**src/hdl/tpcd_pkg.sv**
```systemverilog
// ----------------------------------------------------------------------------
// tpcd_pkg
// Shared types and codes for the readout segment decoder.
// ----------------------------------------------------------------------------
package tpcd_pkg;

	localparam int STRIPS_PER_BOARD = 256;

	localparam logic [2:0] KIND_HEADER  = 3'd0;
	localparam logic [2:0] KIND_CLOCK   = 3'd1;
	localparam logic [2:0] KIND_SAMPLES = 3'd2;
	localparam logic [2:0] KIND_HITS    = 3'd3;
	localparam logic [2:0] KIND_DEPTH   = 3'd4;
	localparam logic [2:0] KIND_FOOTER  = 3'd5;
	localparam logic [2:0] KIND_SKIPPED = 3'd6;
	localparam logic [2:0] KIND_CLEARED = 3'd7;

	localparam logic [2:0] PH_HEADER       = 3'd0;
	localparam logic [2:0] PH_FIRST        = 3'd1;
	localparam logic [2:0] PH_SAMPLE       = 3'd2;
	localparam logic [2:0] PH_AFTER_SAMPLE = 3'd3;
	localparam logic [2:0] PH_HITS         = 3'd4;
	localparam logic [2:0] PH_FOOTER       = 3'd5;
	localparam logic [2:0] PH_SKIP         = 3'd6;

	localparam logic [1:0] REG_SAMPLER = 2'd0;
	localparam logic [1:0] REG_HIT     = 2'd1;
	localparam logic [1:0] REG_FOOTER  = 2'd2;

	localparam logic [4:0] ERR_HEADER  = 5'h01;
	localparam logic [4:0] ERR_SAMPLER = 5'h02;
	localparam logic [4:0] ERR_HIT     = 5'h04;
	localparam logic [4:0] ERR_DEPTH   = 5'h08;
	localparam logic [4:0] ERR_FOOTER  = 5'h10;

	localparam logic [12:0] CNT_MAX  = 13'h1fff;
	localparam logic [8:0]  DIST_MAX = 9'd256;

	typedef struct packed {
		logic accept;
		logic clr_step;
		logic hit_step;
		logic push;
	} tpcd_cmd_t;

	typedef struct packed {
		logic is_start;
		logic is_hit;
		logic clr_done;
		logic hit_done;
		logic out_free;
	} tpcd_sts_t;

endpackage

```
**src/hdl/tpcd_ctrl.sv**
```systemverilog
// ----------------------------------------------------------------------------
// tpcd_ctrl
// Sequencer: memory clear sweeps, strip update sweep and result hand-off.
// ----------------------------------------------------------------------------
module tpcd_ctrl import tpcd_pkg::*; (
	input  logic      clk,
	input  logic      arst_n,
	input  logic      in_valid,
	output logic      in_stall,
	input  tpcd_sts_t sts,
	output tpcd_cmd_t cmd
);

	typedef enum logic [4:0] {
		ST_INIT  = 5'b00001,
		ST_IDLE  = 5'b00010,
		ST_CLEAR = 5'b00100,
		ST_HIT   = 5'b01000,
		ST_PUSH  = 5'b10000
	} state_t;

	state_t state_q, state_d;

	always_comb begin
		state_d = state_q;
		cmd = '0;
		in_stall = 1'b1;
		unique case (state_q)
			ST_INIT: begin
				cmd.clr_step = 1'b1;
				if (sts.clr_done) state_d = ST_IDLE;
			end
			ST_IDLE: begin
				in_stall = 1'b0;
				if (in_valid) begin
					cmd.accept = 1'b1;
					if (sts.is_start) state_d = ST_CLEAR;
					else if (sts.is_hit) state_d = ST_HIT;
					else state_d = ST_PUSH;
				end
			end
			ST_CLEAR: begin
				cmd.clr_step = 1'b1;
				if (sts.clr_done) state_d = ST_PUSH;
			end
			ST_HIT: begin
				cmd.hit_step = 1'b1;
				if (sts.hit_done) state_d = ST_PUSH;
			end
			ST_PUSH: begin
				if (sts.out_free) begin
					cmd.push = 1'b1;
					state_d = ST_IDLE;
				end
			end
			default: state_d = ST_INIT;
		endcase
	end

	always_ff @(posedge clk or negedge arst_n) begin
		if (!arst_n) state_q <= ST_INIT;
		else state_q <= state_d;
	end

endmodule

```
**config.mk**
```make
export PLATFORM = sky130hd
export DESIGN_NAME = tpcd_ctrl
export DESIGN_NICKNAME = d
export VERILOG_FILES = /design/src/hdl/tpcd_pkg.sv /design/src/hdl/tpcd_ctrl.sv
export SDC_FILE = /design/constraint.sdc
export NUM_CORES = 1
export LEC_CHECK = 0
export ABC_AREA = 1
export BUFFER_PORTS_ARGS = -buffer_cell sky130_fd_sc_hd__buf_2
export CORE_AREA = 4 4 41 43
export DETAILED_ROUTE_END_ITERATION = 10
export DIE_AREA = 0 0 45 47
export PLACE_DENSITY_LB_ADDON = 0.12
export SETUP_SLACK_MARGIN = 0.3
export SLEW_MARGIN = 15
export SYNTH_ARGS = -nofsm -noshare
export SYNTH_HDL_FRONTEND = slang
export SYNTH_SLANG_ARGS = --single-unit
```
**constraint.sdc**
```tcl
create_clock -name clk -period 1.6 [get_ports clk]
set_clock_uncertainty 0.15 [all_clocks]
set_input_delay 0.16 -clock clk [delete_from_list [all_inputs] [get_ports clk]]
set_output_delay 0.16 -clock clk [all_outputs]
set_load 0.01 [all_outputs]
```
-- Word level (Yosys, flattened, before mapping)
Cells that the tools add are included.
- flip-flop bits (word level): 5
- bits in latches: 0
- RAM bits: 0
- ROM bits: 0
- input port bits: 8
- word-level logic and storage cells: 28
- memories kept: 0
- add/sub/neg operators: 0
- multipliers: 0
- div/mod/pow operators: 0
- magnitude comparators: 0
- equality and inequality tests: 10
- shift operators: 0
- multiplexer cells: 15
- bitwise operators: 0
- reductions and logical operators: 2
- operators with widths (kind ; number):
    $mux 5 ; 7
    $pmux 5 s5 ; 1
    $ne 2x2->1 const B ; 5
    $mux 1 ; 7
    $eq 5x1->1 const B ; 1
    $eq 5x2->1 const B ; 1
    $eq 5x3->1 const B ; 1
    $eq 5x4->1 const B ; 1
    $eq 5x5->1 const B ; 1
    $reduce_and 5->1 ; 1
    $reduce_or 2->1 ; 1

-- Longest topological paths before layout
Gate-level depths: netlist of run 1.
- depth in word-level cells: 4
- gate-level depth with buffers: 8

-- Worst setup path before layout of run 1
No wires, ideal clock.
- path type: register to register
- from: register state_q[2]
- to: register state_q[1]
- arrival time: 1.000 ns
- required time: 1.332 ns
- setup slack: 0.331 ns
- cell stages (with the launch flop): 7
- buffers on the path: 0
- cell sequence: dfrtp_1 nor2_4 nand4_2 nand2_2 nand2_2 nand3_1 nand2_1
- word-level cells in the longest chain between the ends: 3
- elaborated cells between the ends (all ways): 12
- classes of those cells: eq/ne (10); mux (1); reduce/logical (1)
- ends and longest elaborated chain (item ; line ; source):
    start: declaration ; tpcd_ctrl.sv:22 ; state_t state_q, state_d;
    start signal: assignment ; tpcd_ctrl.sv:62 ; else state_q <= state_d;
    $eq 5x1->1 (tied with other cells) ; tpcd_ctrl.sv:28 ; unique case (state_q)
    $ne 2x2->1 (no source line) ; n/a ;
    $reduce_and 5->1 (no source line) ; n/a ;
Several ways; a longest one is shown, not always the timed one.
A chain may end at the register's enable or synchronous reset.

==> results.md, run 1 <==
* Latest clock arrival within the worst-skew pair at roughly 0.24 ns
* Pleak at roughly 0.00034 uW
* Ports at 13
* CP startpoint kind: flop
* CTS Sinks at 5
* GRT Overall Usage at 0.123
* Pwr dens at between 1500 and 2000 nW/um2
* Die area at ~2100 um2
* Status: completed
* Vias in the first global route at 427
* Worst hold path type: in2reg
* Rows at 13
* Max-cap viol count at 0
* Proportion of layout cells with a drive suffix above 1 at 0.650
* Top_reg_cell synth: dfrtp_1
* Registers with the most flip-flops: state_q: 5 flops
* Peak supply drop at ~0.58 mV
* TritonCTS Buffers at 3
* Final setup violation count at 0
* Setup Total Neg Slack at 0 ns
* First-pass GRT wire length at approximately 1.8 mm
* Sequential fraction of the synthesis area at 0.329
* Syn-to-layout area delta at 76.2%
* Fin crit period at roughly 1.5 ns
* Antenna-violating nets left at 0
* RSZ-0062 raised after global routing: true
* Hold Slack at 0.0539 ns
* # diodes at 0
* Origin of the critical flop-to-flop path: state_q[0]$_DFFE_PN1P_
* Post-synth EDFFs at 0
* Final GP Congestion at slightly above 0.8
* Clk root buf: clkbuf_4
* Cell variety after synth at 17
* Synth Instances at between 50 and 60
* Pre-antenna DRT Iters at 4
* Mapped Area at just under 400 um2
* Core Util, Final at 0.520
* Post-synth top area cell: dfrtp_1
* Initial antenna violation count at 0
* Synth Register Bits at 5
* Post-Syn Nets at 63
* Worst Path Required at approximately 1.3 ns
* H-tree depth at 1
* Die width at roughly 45 um
* Final Max Tran Viols at 0
* DRC errors left at 0
* R2r setup slk at around 0.14 ns
* Rel. slew slack at 0.835
* Initial Utilization at 0.295
* Final nets at between 80 and 90
* Tcrit/Tclk final at 0.969
* Post-route setup slack at between 0.05 and 0.06 ns
* Gr ovfl total at 0
* Post-DR vias/cell at between 4 and 5
* Drt first-iter violations at 8
* Pin count of the biggest net entering global routing at 6
* Worst-Margin Slew at ~0.25 ns
* Worst-path cell chain: inv_2, nand2_4, nor2_4, nand2_2, nand2_2, buf_6
* Max FFs per register at 5
* Worst setup path end: cmd[2]
* Syn Area/Cell at around 7.0 um2
* CTS tree: yes
* Reg2reg end: state_q[1]$_DFFE_PN0P_
* Crit Path Class: reg2out
* Clock buffer depth at 2
* Vert. Die Dim at around 47 um
* CP max stage cell: dfstp_2
* Crit path from: state_q[0]$_DFFE_PN1P_
* Worst-path fanout max at 4
* Post-synth top cells: 11 x inv_1, 9 x nand2_1, 6 x nor2_1
* Place WS at 0.241 ns
* Core area at 1300 um2
* Most used cell, CP: nand2_2
* Slowest stage delay, CP at slightly below 0.6 ns
* Reg2reg path depth at 9
* Maximum clock rate at ~650 MHz
* Reg clk slew, reported paths at about 0.04 ns
* Synth warnings at 0
* DRT Wirelength at between 1 and 1.5 mm
* Reg with most FFs: state_q
* Total number of vias at between 400 and 500
* Final hold viol count at 0
* Post-DP HPWL at ~730 um
* Synth top area share at 0.261
* Synth area leaders: dfrtp_1 26%, inv_1 11%, nand2_1 8.8%
* PortBufs at 12
* WL per Instance at 11.8 um
* Critical path arrival at 1.24 ns
* Asr flop ratio synth at 1.00
* Worst setup EP type: output pin
* Most common cell in the netlist: inv_1
-- critical path: cells and delay by family (launching register included) --
family | cells | cell delay [ns]
flip-flops | 1 | 0.59
AND/OR/NAND/NOR | 4 | 0.24
buffers and inverters | 2 | 0.18
-- report_power, final --
part	internal, uW	switching (uW)	leakage [uW]	total, uW
registers	179	56.7	0.0000613	235
clock network	94.1	49.0	0.0000150	143
logic	297	365	0.000260	662
-- per-stage QoR --
step                power, uW  instance area [um2]  std cells
finish                   1040                  677         95
global route             1130                  677         95
CTS                       942                  613         93
detailed placement        587                  463         82
global placement          585                  463         82
floorplan                 482                  384         55
-- worst min path at each step --
stage	cells after the start	start	endpoint
after floorplan	0	arst_n	state_q[1]$_DFFE_PN0P_
after global placement	1	arst_n	state_q[4]$_DFFE_PN0P_
after detailed placement	1	arst_n	state_q[4]$_DFFE_PN0P_
after CTS	4	sts[4]	state_q[3]$_DFFE_PN0P_
after global routing	4	sts[0]	state_q[4]$_DFFE_PN0P_
final	4	sts[4]	state_q[3]$_DFFE_PN0P_
-- per-layer routing --
metal | global-route usage | share of wire
met1 | 0.129 | 0.39
met2 | 0.212 | 0.53
met3 | 0.0575 | 0.062
met4 | 0.0526 | 0.019
met5 | 0 | 0
-- timing repair --
action / in CTS / in global routing
setup endpoints to repair: 10 / 10
pin swaps: 5 / 9
resized for setup: 16 / 13
hold buffers: 2 / 0
endpoints found under the hold margin: 6 / 0
buffers inserted: 5 / 2
-- cells in the final DEF (no fill, tap or decap) --
| cell | netlist | routed |
|---|---|---|
| nand4_1 | 3 | 3 |
| clkbuf_1 | 0 | 1 |
| nor4_2 | 0 | 1 |
| dfrtp_2 | 0 | 2 |
| clkbuf_4 | 0 | 3 |
| nand2_1 | 9 | 4 |
| o21ai_0 | 2 | 1 |
| inv_1 | 11 | 9 |
| nand2_2 | 2 | 5 |
| nand3_1 | 5 | 1 |
| dfstp_2 | 1 | 1 |
| inv_2 | 1 | 3 |
| nand3_4 | 0 | 2 |
| dlygate4sd3_1 | 0 | 2 |
| buf_6 | 0 | 3 |
| nand4_4 | 0 | 1 |
| nor3_2 | 1 | 1 |
| nor2_2 | 4 | 3 |
| dfrtp_1 | 4 | 2 |
| buf_2 | 0 | 10 |
| o21ai_2 | 0 | 1 |
| nand2_4 | 0 | 2 |
| o21ai_1 | 1 | 1 |
| nor2_1 | 6 | 4 |
| nor2_4 | 1 | 4 |
| nand3_2 | 2 | 4 |
| buf_4 | 0 | 6 |
-- cell type report --
| type | count | area [um2] |
|---|---|---|
| fillers | 131 | 624 |
| multi-input cells | 38 | 309 |
| repair buffers | 21 | 149 |
| flip-flops and latches | 5 | 129 |
| inverters | 12 | 45.0 |
| clock buffers | 4 | 26.3 |
| well taps | 15 | 18.8 |
-- cell families (layout without fill, tap and decap cells) --
family          Yosys count  count (layout)  share of synthesized area
compound gates            3               3                     0.0391
buf+inv                  12              37                      0.117
flops                     5               5                      0.329
simple gates             35              35                      0.515
Power figures use the tool's default switching activity.
==> run 2, diff against run 1 <==
RECOVER_POWER = 50   (was default)
==> results.md, run 2 (synthesized netlist as in run 1, its figures left out) <==
* Status: completed
* Most frequent cells in the layout: 9 x inv_1, 9 x buf_2, 6 x buf_4
* H-tree depth at 1
* Initial antenna violation count at 0
* Pre-antenna DRT Iters at 4
* Antenna-violating nets left at 0
* Tcrit/Tclk final at 0.969
* Cells after DPL at a little over 80
* Core area at between 1000 and 1500 um2
* Clk root buf: clkbuf_4
* Final hold viol count at 0
* CP startpoint kind: flop
* Final GP Congestion at ~0.82
* TritonCTS Buffers at 3
* RSZ-0062 raised after global routing: true
* Origin of the critical flop-to-flop path: state_q[0]$_DFFE_PN1P_
* DRT Wirelength at 1.11 mm
* Syn-to-layout area delta at 75.9%
* Worst setup EP type: output pin
* Setup Total Neg Slack at 0 ns
* Filler cells at between 100 and 150
* Die area at roughly 2100 um2
* Vias in the first global route at about 430
* Final Max Tran Viols at 0
* Finished Cell Area at slightly below 700 um2
* Initial Utilization at 0.295
* Reg2reg end: state_q[1]$_DFFE_PN0P_
* Final std cells w/o fill at 95
* Fin crit period at between 1.5 and 2 ns
* Final setup violation count at 0
* Final nets at between 80 and 90
* Reg clk slew, reported paths at ~0.040 ns
* R2r setup slk at 0.13 ns
* # diodes at 0
* Rel. slew slack at 0.835
* Pleak at 0.000333 uW
* Die width at between 40 and 50 um
* Ports at 13
* Pwr dens at between 1500 and 2000 nW/um2
* Clock buffer depth at 2
* Post-DR vias/cell at just under 5
* Worst hold path type: in2reg
* PortBufs at 12
* Drt first-iter violations at 8
* Max-cap viol count at 0
* Core Util, Final at 0.519
* First-pass GRT wire length at 1.80 mm
* CTS tree: yes
* Min-Delay Endpoint: state_q[3]$_DFFE_PN0P_
* DRC errors left at 0
* Maximum clock rate at 645 MHz
* Worst Path Required at about 1.3 ns
* Max FFs per register at 5
* Hold path start: sts[4]
* Vert. Die Dim at roughly 47 um
* CTS Sinks at 5
* Proportion of layout cells with a drive suffix above 1 at 0.638
* Worst hold path depth at 4
* GRT Overall Usage at 0.123
* Reg2reg path depth at 9
* Registers with the most flip-flops: state_q: 5 flops
* Pin count of the biggest net entering global routing at 6
* Total number of vias at about 470
* Gr ovfl total at 0
* Rows at 13
* Peak supply drop at 0.584 mV
* Critical path arrival at ~1.2 ns
* Worst-path fanout max at 4
* Worst-Margin Slew at 0.246 ns
* Reg with most FFs: state_q
* Cell Area, Placed at 463 um2
* Crit Path Class: reg2out
* WL per Instance at 11.7 um
* Post-DP HPWL at around 730 um
* Latest clock arrival within the worst-skew pair at approximately 0.24 ns
[run 2: cell count changes in the layout (fill, tap and decap cells not counted), sizes merged]
cell / before / now
buf: 19 / 18
clkbuf: 4 / 5
[run 2: final cells by class]
cell class | instances | area, um2 | area share
multi-input combinational | 38 | 309 | 0.457
sequential | 5 | 129 | 0.191
timing repair buffer | 21 | 148 | 0.219
clock buffer | 4 | 26.3 | 0.0389
tap | 15 | 18.8 | 0.0278
inverter | 12 | 45.0 | 0.0667
[run 2: routing by layer]
metal	track usage	routed length (um)	up-vias
li1	-	-	224
met1	0.129	422	229
met2	0.212	598	17
met3	0.0575	70	2
met4	0.0526	21	0
met5	0	0	-
[run 2: worst max-delay path, cell delays in order (launching register included)]
cell,delay [ns]
dfstp_2,0.59
inv_2,0.06
nand2_4,0.08
nor2_4,0.04
nand2_2,0.06
nand2_2,0.06
buf_6,0.12
[run 2: timing repair]
item,in CTS,in global routing
hold buffers,2,0
buffers inserted,5,2
setup endpoints to repair,10,10
pin swaps,5,9
gates resized for setup,16,13
hold endpoints to repair,6,0
[run 2: how the worst max path moves through the flow]
stage | start | to | slack, ns | depth (start not counted)
after floorplan | state_q[2]$_DFFE_PN0P_ | state_q[1]$_DFFE_PN0P_ | 0.33 | 6
after global placement | state_q[1]$_DFFE_PN0P_ | state_q[4]$_DFFE_PN0P_ | 0.22 | 8
after detailed placement | state_q[0]$_DFFE_PN1P_ | state_q[4]$_DFFE_PN0P_ | 0.24 | 7
after CTS | state_q[0]$_DFFE_PN1P_ | cmd[2] | 0.05 | 6
after global routing | state_q[2]$_DFFE_PN0P_ | cmd[3] | -0.009 | 4
final | state_q[0]$_DFFE_PN1P_ | cmd[2] | 0.05 | 6
[run 2: where the power goes]
group | total [uW] | internal (uW) | switching, uW
Combinational | 662 | 297 | 366
Clock | 144 | 94.2 | 49.6
Sequential | 235 | 178 | 56.4
Total | 1040 | 569 | 472
[run 2: stage by stage]
step / setup WS [ns] / total power [uW] / hold slack (ns)
after detailed placement: 0.241 / 587 / -0.174
after global placement: 0.221 / 585 / -0.174
after floorplan: 0.331 / 482 / -0.286
after CTS: 0.0499 / 942 / 0.0547
final: 0.0491 / 1040 / 0.0540
after global routing: -0.00934 / 1130 / 0.0610
